## src/rtl/assert_macros.svh

```systemverilog
// Assertion macros shared by the RTL that checks itself.
// Depends on nothing; define ASSERT_OFF to compile the checks away.
`ifndef ASSERT_MACROS_SVH
`define ASSERT_MACROS_SVH

`ifndef ASSERT_OFF

// Same-cycle implication, disabled while in reset.
`define AST_IMP(lbl, ck, rn, ante, cons) \
    lbl: assert property (@(posedge ck) disable iff (!rn) (ante) |-> (cons)) \
        else $error("%m: implication check failed");

// Next-cycle implication, disabled while in reset.
`define AST_NXT(lbl, ck, rn, ante, cons) \
    lbl: assert property (@(posedge ck) disable iff (!rn) (ante) |=> (cons)) \
        else $error("%m: next-cycle check failed");

`else

`define AST_IMP(lbl, ck, rn, ante, cons)
`define AST_NXT(lbl, ck, rn, ante, cons)

`endif

`endif

```

## src/rtl/yrv_pkg.sv

```systemverilog
// Types and constants of the YUV/RGB to display pixel converter.
// Used by yrv_cfg, yrv_csc, yrv_pack and the top level; depends on nothing.
`default_nettype none

package yrv_pkg;

    localparam int CFG_INDEX_W = 3;
    localparam int CFG_DATA_W  = 32;
    localparam int WORD_W      = 32;
    localparam int NUM_CHAN    = 3;

    localparam int CH_RED   = 0;
    localparam int CH_GREEN = 1;
    localparam int CH_BLUE  = 2;

    typedef enum logic [CFG_INDEX_W-1:0] {
        REG_SRC_FORMAT     = 3'd0,
        REG_VISUAL_PRESENT = 3'd1,
        REG_RED_MASK       = 3'd2,
        REG_GREEN_MASK     = 3'd3,
        REG_BLUE_MASK      = 3'd4
    } cfg_reg_t;

    typedef enum logic [1:0] {
        FMT_YUV   = 2'd0,
        FMT_RGB24 = 2'd1,
        FMT_BGR24 = 2'd2
    } pix_fmt_t;

    localparam logic [WORD_W-1:0] RED_MASK_RST   = 32'h00FF_0000;
    localparam logic [WORD_W-1:0] GREEN_MASK_RST = 32'h0000_FF00;
    localparam logic [WORD_W-1:0] BLUE_MASK_RST  = 32'h0000_00FF;

    // Placement of one channel, derived from its mask when the mask is written.
    // Scale to n bits: c*qn + floor((c*rm1 + 127)/255), qn = (2^n - 2^(n%8))/255,
    // rm1 = 2^(n%8) - 1.
    typedef struct packed {
        logic [WORD_W-1:0] mask;
        logic [4:0]        pos;
        logic [24:0]       qn;
        logic [6:0]        rm1;
    } chan_place_t;

    typedef struct packed {
        logic [1:0]                       src_format;
        logic                             visual_present;
        chan_place_t [NUM_CHAN-1:0]       place;
    } cfg_t;

    // Channel bytes after colour conversion; bad marks an unused format code.
    typedef struct packed {
        logic       bad;
        logic [7:0] r;
        logic [7:0] g;
        logic [7:0] b;
    } rgb_t;

endpackage

`default_nettype wire

```

## src/rtl/yuv_rgb_to_visual_pixel.sv

```systemverilog
// Pixel converter: three bytes in, one packed display word out, per item.
// An item passes through five register stages (input, product, clamp,
// scale-product, output) on its way to m_tvalid. Throughput: one item per
// cycle; a held result stalls only the full stages behind it, bubbles close up.
// Reset (rst_n, asynchronous, active low) empties the pipeline and loads
// format YUV, no visual and masks 0x00FF0000 / 0x0000FF00 / 0x000000FF.
`default_nettype none

`include "assert_macros.svh"

module yuv_rgb_to_visual_pixel
    import yrv_pkg::*;
#(
    parameter int PIXEL_BITS = 32
)
(
    input  logic                   clk,
    input  logic                   rst_n,
    // input items
    input  logic                   s_tvalid,
    output logic                   s_tready,
    input  logic [23:0]            s_tdata,    // byte_a [7:0], byte_b [15:8], byte_c [23:16]
    // result items
    output logic                   m_tvalid,
    input  logic                   m_tready,
    output logic [WORD_W-1:0]      m_tdata,    // pixel_word [31:0]
    // configuration writes
    input  logic                   cfg_valid,
    output logic                   cfg_ready,
    input  logic [CFG_INDEX_W-1:0] cfg_index,
    input  logic [CFG_DATA_W-1:0]  cfg_data
);

    cfg_t cfg;
    logic csc_valid;
    logic csc_ready;
    rgb_t csc_pix;

    // Registers, with each mask decoded into position and scale terms on write.
    yrv_cfg u_cfg (
        .clk       (clk),
        .rst_n     (rst_n),
        .cfg_valid (cfg_valid),
        .cfg_ready (cfg_ready),
        .cfg_index (cfg_index),
        .cfg_data  (cfg_data),
        .cfg       (cfg)
    );

    // Stages 1-3: register the bytes, form the BT.601 products, then floor,
    // add luma, clamp and pick the channel order for the format in force.
    yrv_csc u_csc (
        .clk          (clk),
        .rst_n        (rst_n),
        .src_format   (cfg.src_format),
        .in_valid     (s_tvalid),
        .in_ready     (s_tready),
        .in_a         (s_tdata[7:0]),
        .in_b         (s_tdata[15:8]),
        .in_c         (s_tdata[23:16]),
        .out_valid    (csc_valid),
        .out_ready    (csc_ready),
        .out_pix      (csc_pix)
    );

    // Stages 4-5: scale each channel to its mask run with rounding, shift it
    // into place, AND with the mask and merge; or pack 0x00RRGGBB. Stage 5 is
    // the output register; while it holds a result, only full stages behind stall.
    yrv_pack #(
        .PIXEL_BITS (PIXEL_BITS)
    ) u_pack (
        .clk       (clk),
        .rst_n     (rst_n),
        .cfg       (cfg),
        .in_valid  (csc_valid),
        .in_ready  (csc_ready),
        .in_pix    (csc_pix),
        .out_valid (m_tvalid),
        .out_ready (m_tready),
        .out_word  (m_tdata)
    );

    // An empty output register means every stage can take an item.
    `AST_IMP(a_ready_when_drained, clk, rst_n, !m_tvalid, s_tready)
    // The packer only pushes back while its output is held.
    `AST_IMP(a_pack_stall_cause, clk, rst_n, !csc_ready, m_tvalid && !m_tready)
    // Hold a converted item between the halves until the packer takes it.
    `AST_NXT(a_csc_hold, clk, rst_n, csc_valid && !csc_ready, csc_valid && $stable(csc_pix))

endmodule

`default_nettype wire

```

## src/rtl/yrv_cfg.sv

```systemverilog
// Configuration registers of the converter and per-channel mask decode.
// Depends on yrv_pkg.
`default_nettype none

module yrv_cfg
    import yrv_pkg::*;
(
    input  logic                   clk,
    input  logic                   rst_n,
    input  logic                   cfg_valid,
    output logic                   cfg_ready,
    input  logic [CFG_INDEX_W-1:0] cfg_index,
    input  logic [CFG_DATA_W-1:0]  cfg_data,
    output cfg_t                   cfg
);

    // Find the lowest run of ones: its position, its width n, and the scale terms.
    function automatic chan_place_t calc_place(input logic [WORD_W-1:0] m);
        logic [WORD_W-1:0] low;
        logic [WORD_W:0]   s;
        logic [WORD_W:0]   endb;
        logic [5:0]        p;
        logic [5:0]        e;
        logic [5:0]        n;
        logic [24:0]       rep;
        chan_place_t       res;
        low  = m & (~m + 32'd1);
        s    = {1'b0, m} + {1'b0, low};
        endb = s & ~{1'b0, m};
        p    = '0;
        e    = '0;
        for (int i = 0; i < WORD_W; i++)
        begin
            if (low[i])
                p = p | 6'(i);
        end
        for (int i = 0; i <= WORD_W; i++)
        begin
            if (endb[i])
                e = e | 6'(i);
        end
        n = e - p;
        case (n[5:3])
            3'd1:    rep = 25'h000_0001;
            3'd2:    rep = 25'h000_0101;
            3'd3:    rep = 25'h001_0101;
            3'd4:    rep = 25'h101_0101;
            default: rep = '0;
        endcase
        res.mask = m;
        res.pos  = p[4:0];
        res.qn   = rep << n[2:0];
        res.rm1  = 7'((8'd1 << n[2:0]) - 8'd1);
        return res;
    endfunction

    logic [1:0]                 fmt_reg;
    logic                       visual_reg;
    chan_place_t [NUM_CHAN-1:0] place_reg;
    chan_place_t                wr_place;

    assign cfg_ready = 1'b1;
    assign wr_place  = calc_place(cfg_data);

    always_ff @(posedge clk or negedge rst_n)
    begin
        if (!rst_n)
        begin
            fmt_reg             <= FMT_YUV;
            visual_reg          <= 1'b0;
            place_reg[CH_RED]   <= calc_place(RED_MASK_RST);
            place_reg[CH_GREEN] <= calc_place(GREEN_MASK_RST);
            place_reg[CH_BLUE]  <= calc_place(BLUE_MASK_RST);
        end
        else if (cfg_valid)
        begin
            case (cfg_reg_t'(cfg_index))
                REG_SRC_FORMAT:     fmt_reg             <= cfg_data[1:0];
                REG_VISUAL_PRESENT: visual_reg          <= cfg_data[0];
                REG_RED_MASK:       place_reg[CH_RED]   <= wr_place;
                REG_GREEN_MASK:     place_reg[CH_GREEN] <= wr_place;
                REG_BLUE_MASK:      place_reg[CH_BLUE]  <= wr_place;
                default:            ;
            endcase
        end
    end

    assign cfg.src_format     = fmt_reg;
    assign cfg.visual_present = visual_reg;
    assign cfg.place          = place_reg;

endmodule

`default_nettype wire

```

## src/rtl/yrv_csc.sv

```systemverilog
// Colour conversion pipeline: input register, BT.601 products, sum/clamp/select.
// Depends on yrv_pkg.
`default_nettype none

module yrv_csc
    import yrv_pkg::*;
(
    input  logic       clk,
    input  logic       rst_n,
    input  logic [1:0] src_format,
    input  logic       in_valid,
    output logic       in_ready,
    input  logic [7:0] in_a,
    input  logic [7:0] in_b,
    input  logic [7:0] in_c,
    output logic       out_valid,
    input  logic       out_ready,
    output rgb_t       out_pix
);

    localparam int COEF_W = 18;
    localparam int PROD_W = 26;

    localparam logic signed [COEF_W-1:0] COEF_RV = 18'sd91881;
    localparam logic signed [COEF_W-1:0] COEF_GU = 18'sd22554;
    localparam logic signed [COEF_W-1:0] COEF_GV = 18'sd46802;
    localparam logic signed [COEF_W-1:0] COEF_BU = 18'sd116130;

    function automatic logic [7:0] sat_byte(input logic signed [12:0] v);
        logic [7:0] res;
        if (v < 13'sd0)
            res = 8'd0;
        else if (v > 13'sd255)
            res = 8'd255;
        else
            res = v[7:0];
        return res;
    endfunction

    // stage 1: input register
    logic              s1_valid_reg;
    logic [7:0]        a1_reg, b1_reg, c1_reg;
    // stage 2: products
    logic              s2_valid_reg;
    logic [7:0]        a2_reg, b2_reg, c2_reg;
    logic signed [PROD_W-1:0] p_rv_reg, p_gu_reg, p_gv_reg, p_bu_reg;
    logic signed [PROD_W-1:0] p_rv_next, p_gu_next, p_gv_next, p_bu_next;
    // stage 3: channel bytes
    logic              s3_valid_reg;
    rgb_t              pix3_reg;
    rgb_t              pix3_next;

    logic rdy1, rdy2, rdy3;
    logic signed [7:0] u_s, v_s;
    logic signed [9:0]  r_off, b_off;
    logic signed [PROD_W:0] g_sum;
    logic signed [10:0] g_off;
    logic signed [12:0] y_s, r_val, g_val, b_val;

    assign rdy3     = !s3_valid_reg || out_ready;
    assign rdy2     = !s2_valid_reg || rdy3;
    assign rdy1     = !s1_valid_reg || rdy2;
    assign in_ready = rdy1;

    // chroma minus 128 is the byte with its top bit flipped, read as signed
    assign u_s = signed'({~b1_reg[7], b1_reg[6:0]});
    assign v_s = signed'({~c1_reg[7], c1_reg[6:0]});

    assign p_rv_next = PROD_W'(v_s) * PROD_W'(COEF_RV);
    assign p_gu_next = PROD_W'(u_s) * PROD_W'(COEF_GU);
    assign p_gv_next = PROD_W'(v_s) * PROD_W'(COEF_GV);
    assign p_bu_next = PROD_W'(u_s) * PROD_W'(COEF_BU);

    // taking the upper bits is a floor division by 2^16
    assign g_sum = (PROD_W+1)'(p_gu_reg) + (PROD_W+1)'(p_gv_reg);
    assign r_off = p_rv_reg[PROD_W-1:16];
    assign b_off = p_bu_reg[PROD_W-1:16];
    assign g_off = g_sum[PROD_W:16];
    assign y_s   = signed'({5'd0, a2_reg});
    assign r_val = y_s + 13'(r_off);
    assign g_val = y_s - 13'(g_off);
    assign b_val = y_s + 13'(b_off);

    always_comb
    begin
        pix3_next = '0;
        case (src_format)
            FMT_YUV:
            begin
                pix3_next.r = sat_byte(r_val);
                pix3_next.g = sat_byte(g_val);
                pix3_next.b = sat_byte(b_val);
            end
            FMT_RGB24:
            begin
                pix3_next.r = a2_reg;
                pix3_next.g = b2_reg;
                pix3_next.b = c2_reg;
            end
            FMT_BGR24:
            begin
                pix3_next.r = c2_reg;
                pix3_next.g = b2_reg;
                pix3_next.b = a2_reg;
            end
            default:
                pix3_next.bad = 1'b1;
        endcase
    end

    always_ff @(posedge clk or negedge rst_n)
    begin
        if (!rst_n)
        begin
            s1_valid_reg <= 1'b0;
            s2_valid_reg <= 1'b0;
            s3_valid_reg <= 1'b0;
        end
        else
        begin
            if (rdy1)
                s1_valid_reg <= in_valid;
            if (rdy2)
                s2_valid_reg <= s1_valid_reg;
            if (rdy3)
                s3_valid_reg <= s2_valid_reg;
        end
    end

    always_ff @(posedge clk)
    begin
        if (rdy1 && in_valid)
        begin
            a1_reg <= in_a;
            b1_reg <= in_b;
            c1_reg <= in_c;
        end
        if (rdy2 && s1_valid_reg)
        begin
            a2_reg   <= a1_reg;
            b2_reg   <= b1_reg;
            c2_reg   <= c1_reg;
            p_rv_reg <= p_rv_next;
            p_gu_reg <= p_gu_next;
            p_gv_reg <= p_gv_next;
            p_bu_reg <= p_bu_next;
        end
        if (rdy3 && s2_valid_reg)
            pix3_reg <= pix3_next;
    end

    assign out_valid = s3_valid_reg;
    assign out_pix   = pix3_reg;

endmodule

`default_nettype wire

```

## src/rtl/yrv_pack.sv

```systemverilog
// Pixel packing pipeline: channel scale products, then round, place, merge.
// Depends on yrv_pkg; holds the output register.
`default_nettype none

module yrv_pack
    import yrv_pkg::*;
#(
    parameter int PIXEL_BITS = 32
)
(
    input  logic              clk,
    input  logic              rst_n,
    input  cfg_t              cfg,
    input  logic              in_valid,
    output logic              in_ready,
    input  rgb_t              in_pix,
    output logic              out_valid,
    input  logic              out_ready,
    output logic [WORD_W-1:0] out_word
);

    localparam logic [63:0] LIMIT_64 =
        (PIXEL_BITS >= 64) ? 64'hFFFF_FFFF_FFFF_FFFF : ((64'd1 << PIXEL_BITS) - 64'd1);
    localparam logic [WORD_W-1:0] LIMIT_MASK = LIMIT_64[WORD_W-1:0];

    logic                      s4_valid_reg;
    rgb_t                      pix4_reg;
    logic [NUM_CHAN-1:0][WORD_W-1:0] hi4_reg;
    logic [NUM_CHAN-1:0][14:0]       lo4_reg;
    logic [NUM_CHAN-1:0][WORD_W-1:0] hi4_next;
    logic [NUM_CHAN-1:0][14:0]       lo4_next;

    logic                      s5_valid_reg;
    logic [WORD_W-1:0]         word_reg;
    logic [WORD_W-1:0]         word_next;

    logic [NUM_CHAN-1:0][7:0]        chan_in;
    logic [NUM_CHAN-1:0][WORD_W-1:0] placed;
    logic rdy4, rdy5;

    assign rdy5     = !s5_valid_reg || out_ready;
    assign rdy4     = !s4_valid_reg || rdy5;
    assign in_ready = rdy4;

    assign chan_in[CH_RED]   = in_pix.r;
    assign chan_in[CH_GREEN] = in_pix.g;
    assign chan_in[CH_BLUE]  = in_pix.b;

    for (genvar k = 0; k < NUM_CHAN; k++)
    begin : g_chan
        logic [22:0]       t;
        logic [6:0]        q0;
        logic [15:0]       rem;
        logic [6:0]        q;
        logic [WORD_W-1:0] scaled;

        // c*(2^n-1)+127 split into whole multiples of 255 and a small rest
        assign hi4_next[k] = WORD_W'(40'(chan_in[k]) * 40'(cfg.place[k].qn));
        assign lo4_next[k] = 15'(chan_in[k]) * 15'(cfg.place[k].rm1) + 15'd127;

        // rest / 255: multiply by 257/65536, then one correction step
        assign t      = {lo4_reg[k], 8'd0} + 23'(lo4_reg[k]);
        assign q0     = t[22:16];
        assign rem    = 16'(lo4_reg[k]) - {1'b0, q0, 8'd0} + 16'(q0);
        assign q      = (rem >= 16'd255) ? q0 + 7'd1 : q0;
        assign scaled = hi4_reg[k] + WORD_W'(q);
        assign placed[k] = (scaled << cfg.place[k].pos) & cfg.place[k].mask;
    end

    always_comb
    begin
        if (pix4_reg.bad)
            word_next = '0;
        else if (cfg.visual_present)
            word_next = placed[CH_RED] | placed[CH_GREEN] | placed[CH_BLUE];
        else
            word_next = {8'd0, pix4_reg.r, pix4_reg.g, pix4_reg.b};
        word_next = word_next & LIMIT_MASK;
    end

    always_ff @(posedge clk or negedge rst_n)
    begin
        if (!rst_n)
        begin
            s4_valid_reg <= 1'b0;
            s5_valid_reg <= 1'b0;
        end
        else
        begin
            if (rdy4)
                s4_valid_reg <= in_valid;
            if (rdy5)
                s5_valid_reg <= s4_valid_reg;
        end
    end

    always_ff @(posedge clk)
    begin
        if (rdy4 && in_valid)
        begin
            pix4_reg <= in_pix;
            hi4_reg  <= hi4_next;
            lo4_reg  <= lo4_next;
        end
        if (rdy5 && s4_valid_reg)
            word_reg <= word_next;
    end

    assign out_valid = s5_valid_reg;
    assign out_word  = word_reg;

endmodule

`default_nettype wire
```

## config.mk

```make
export PLATFORM = sky130hd
export DESIGN_NAME = yuv_rgb_to_visual_pixel
export DESIGN_NICKNAME = d
export VERILOG_FILES = /design/src/rtl/yrv_pkg.sv /design/src/rtl/yuv_rgb_to_visual_pixel.sv /design/src/rtl/yrv_cfg.sv /design/src/rtl/yrv_csc.sv /design/src/rtl/yrv_pack.sv
export VERILOG_INCLUDE_DIRS = /design/src /design/src/rtl
export SDC_FILE = /design/constraint.sdc
export NUM_CORES = 2
export LEC_CHECK = 0
export BUFFER_PORTS_ARGS = -buffer_cell sky130_fd_sc_hd__buf_4
export CORE_ASPECT_RATIO = 0.75
export CORE_MARGIN = 2
export CORE_UTILIZATION = 45
export CTS_BUF_LIST = sky130_fd_sc_hd__clkbuf_8
export CTS_CLUSTER_DIAMETER = 60
export DETAILED_ROUTE_END_ITERATION = 10
export SLEW_MARGIN = 20
export SYNTH_ARGS = -nofsm -noshare
export SYNTH_HDL_FRONTEND = slang
export SYNTH_SLANG_ARGS = --single-unit
```

## constraint.sdc

```tcl
create_clock -name clk -period 11.1 [get_ports clk]
set_input_delay 2.22 -clock clk [delete_from_list [all_inputs] [get_ports clk]]
set_output_delay 2.22 -clock clk [all_outputs]
set_load 0.05 [all_outputs]
```

==> impl_results.md <==
* Run status: complete, no violations
* I/O pins at 99
* Most common cell after layout, fill and taps aside: nand2_1
* Die boundary width at 455 um
* Worst Hold Class: reg -> reg
* Clk pin slew, worst setup/hold paths at 0.06 ns
* Final min period at 9.83 ns
* GP Congestion at 0.995
* Max reg flops at 207
* Vias at 58,400
* Design area at ~73,000 um2
* Crit start category: register
* Syn nets at approximately 9,100
* Worst-Skew Late Latency at 0.85 ns
* Pwr/cell area at 273 nW/um2
* Max stage delay cell, worst path: o311ai_0
* R2r worst-path depth at 37
* Die Span Y at between 300 and 400 um
* GR Overflow Total at 0
* Starting density of the core at 45.2%
* Placed cell areas at between 70,000 and 80,000 um2
* Cells after Synth at 7,824
* Worst hold path depth at 0
* Worst hold endpoint: u_csc.a2_reg[3]$_DFFE_PP_
* Slew Viols, Final at 0
* Slew HR at a little over a fifth
* Clock skew at 0.0669 ns
* DRC errors left at 0
* H-Tree Depth at 3
* Max FO, Critical Path at 15
* Fmax at 102 MHz
* Die ar. at approximately 160,000 um2
* Slew @ Worst Pin at 1.18 ns
* EDFF count, synth at 333
* Worst r2r src: u_pack.lo4_reg[39]$_DFFE_PP_
* Vias in the first global route at 57,100
* Distinct cells, synth at 110
* Final net count at 8,964
* CTS Hold Bufs at 0
* CTS root buffer: clkbuf_8
* Mapped Area at 68,600 um2
* Yosys Warn Count at 0
* CP Class: reg -> reg
* CTS Buf Count at slightly above 100
* First-pass GRT wire length at roughly 350,000 um
* Setup TNS at 0 ns
* Antenna violations before repair at 14
* Layout cell share with drive strength beyond 1 at 6.61%
* Hold path startpoint: u_csc.a1_reg[3]$_DFFE_PP_
* Vias/cell at 5.98
* Core Area at 152,000 um2
* PortBufs at 97
* DR iter-0 viols at 5,978
* P&R area growth vs syn at 6.27%
* DP HPWL at 175,000 um
* CTS tree: yes
* PostCTS Resize Cnt at 0
* Total leakage power at approximately 32 nW
* Ys flop type: edfxtp_1
* Pin count of the biggest net entering global routing at 125
* Seq/Total Area, Yosys at 22.5%
* Gr usage total at 29.1%
* RSZ-0062 raised after global routing: false
* VDD IR-drop max at 260 uV
* Hold Violations, Final at 0
* Post-Syn Area per Cell at roughly 8.8 um2
* Post-CTS setup buffer count at 0
* Critical path data required time at 11.64 ns
* Row cnt at between 100 and 150
* Critical Path AT at around 10 ns
* Max Cap Viol at 0
* Number of clock sinks at 548
* CP Capture Type: register
* #FFs+latches synth at 548
* Final cycle utilization of the critical path at 88.5%
* Wirelength per Cell at approximately 23 um
* Antenna-violating nets left at 0
* First-pass DRT Iterations at 6
* Ys async rst share at 39.2%
* Slowest stage delay, CP at 0.75 ns
* # setup viols final at 0
* R2R setup slack at 1.27 ns
* R2r endpoint: u_pack.out_word[30]$_SDFFCE_PP0P_
* Commonest non-fill, non-tap cells in the layout: nand2_1, inv_1, ha_1
* Longest Clk Path Bufs at 3
* Final wirelength at 227,000 um
## worst max-delay path by stage
stage	start	end	slack (ns)
finish	u_pack.lo4_reg[39]$_DFFE_PP_	u_pack.out_word[30]$_SDFFCE_PP0P_	1.27
detailed placement	u_pack.lo4_reg[39]$_DFFE_PP_	u_pack.out_word[30]$_SDFFCE_PP0P_	1.40
CTS	u_pack.lo4_reg[39]$_DFFE_PP_	u_pack.out_word[30]$_SDFFCE_PP0P_	1.34
global placement	u_pack.lo4_reg[39]$_DFFE_PP_	u_pack.out_word[30]$_SDFFCE_PP0P_	1.46
floorplan	u_pack.lo4_reg[39]$_DFFE_PP_	u_pack.out_word[25]$_SDFFCE_PP0P_	2.80
global route	u_pack.lo4_reg[39]$_DFFE_PP_	u_pack.out_word[30]$_SDFFCE_PP0P_	0.78
## cell type report
cell class | instances | area, um2
diodes | 6 | 15.0
clock buffers | 107 | 1470
clock inverters | 80 | 608
fillers | 14600 | 79000
inverters | 873 | 3280
multi-input cells | 5958 | 48200
flip-flops and latches | 548 | 15400
well taps | 2016 | 2520
repair buffers | 179 | 1380
## per-stage QoR
step | power, mW | std cells | setup slack [ns] | utilization [%] | hold WS [ns]
6_report | 19.9 | 9767 | 1.27 | 48.0 | 0.419
3_5_place_dp | 17.6 | 9574 | 1.40 | 46.6 | 0.405
2_1_floorplan | 13.5 | 7824 | 2.80 | - | 0.400
3_3_place_gp | 17.5 | 9574 | 1.46 | 46.6 | 0.409
5_1_grt | 21.7 | 9765 | 0.776 | 48.0 | 0.433
4_1_cts | 19.8 | 9761 | 1.34 | 48.0 | 0.420
## where the power goes
part / internal (mW) / total (mW) / switching, mW
clock: 1.09 / 2.08 / 0.987
combinational: 5.32 / 13.8 / 8.46
sequential: 3.19 / 4.05 / 0.859
total: 9.60 / 19.9 / 10.3
## worst max-delay path: cells and delay by family (launching register included)
| kind | cells | cell delay, ns |
|---|---|---|
| buffers and inverters | 3 | 0.16 |
| xor gates and xnor gates | 2 | 0.38 |
| adders and majority gates | 6 | 1.95 |
| DFF | 1 | 0.46 |
| AOI/OAI and AO/OA | 17 | 4.51 |
| and+or+nand+nor | 9 | 2.07 |
## synth_stat cells, types with 35 or more instances
| cell | count | area (um2) |
|---|---|---|
| o21ai_0 | 320 | 1600 |
| xor2_1 | 58 | 508 |
| nor2_1 | 380 | 1430 |
| or3_1 | 39 | 244 |
| o21a_1 | 46 | 345 |
| o211ai_1 | 86 | 646 |
| dfrtp_1 | 186 | 4650 |
| buf_2 | 39 | 195 |
| a211oi_1 | 74 | 556 |
| o2111ai_1 | 35 | 307 |
| a31oi_1 | 68 | 425 |
| a21oi_1 | 324 | 1620 |
| inv_1 | 869 | 3260 |
| a41oi_1 | 47 | 412 |
| fa_1 | 618 | 12400 |
| nor2b_1 | 69 | 432 |
| a21o_1 | 108 | 811 |
| nand2b_1 | 55 | 344 |
| ha_1 | 621 | 7770 |
| clkbuf_1 | 365 | 1370 |
| and3_1 | 93 | 582 |
| nand2_1 | 1047 | 3930 |
| nand4_1 | 126 | 788 |
| nand3_1 | 236 | 1180 |
| mux2i_1 | 63 | 631 |
| and2_1 | 402 | 2510 |
| nor3_1 | 161 | 806 |
| edfxtp_1 | 333 | 10000 |
| xnor2_1 | 220 | 1930 |
## logic make-up (layout without fill, tap and decap cells)
group	Yosys count	after routing	synth area share (%)
AOI/OAI and AO/OA	1554	1554	15.4
xor gates and xnor gates	278	278	3.55
adders and majority gates	1239	1239	29.3
buffers and inverters	1318	1239	7.39
DFF	548	548	22.5
muxes	116	116	2.12
other	1	7	0.00546
and+or+nand+nor	2770	2770	19.8
## metal layers
layer,wire [um],global-route usage (%),share of wire [%]
met3,20200,5.90,8.9
met5,27,0,0.012
met1,103000,42.7,45
met4,6780,8.66,3.0
met2,96800,43.0,43
Note: power is estimated with default switching activity, not from simulation.
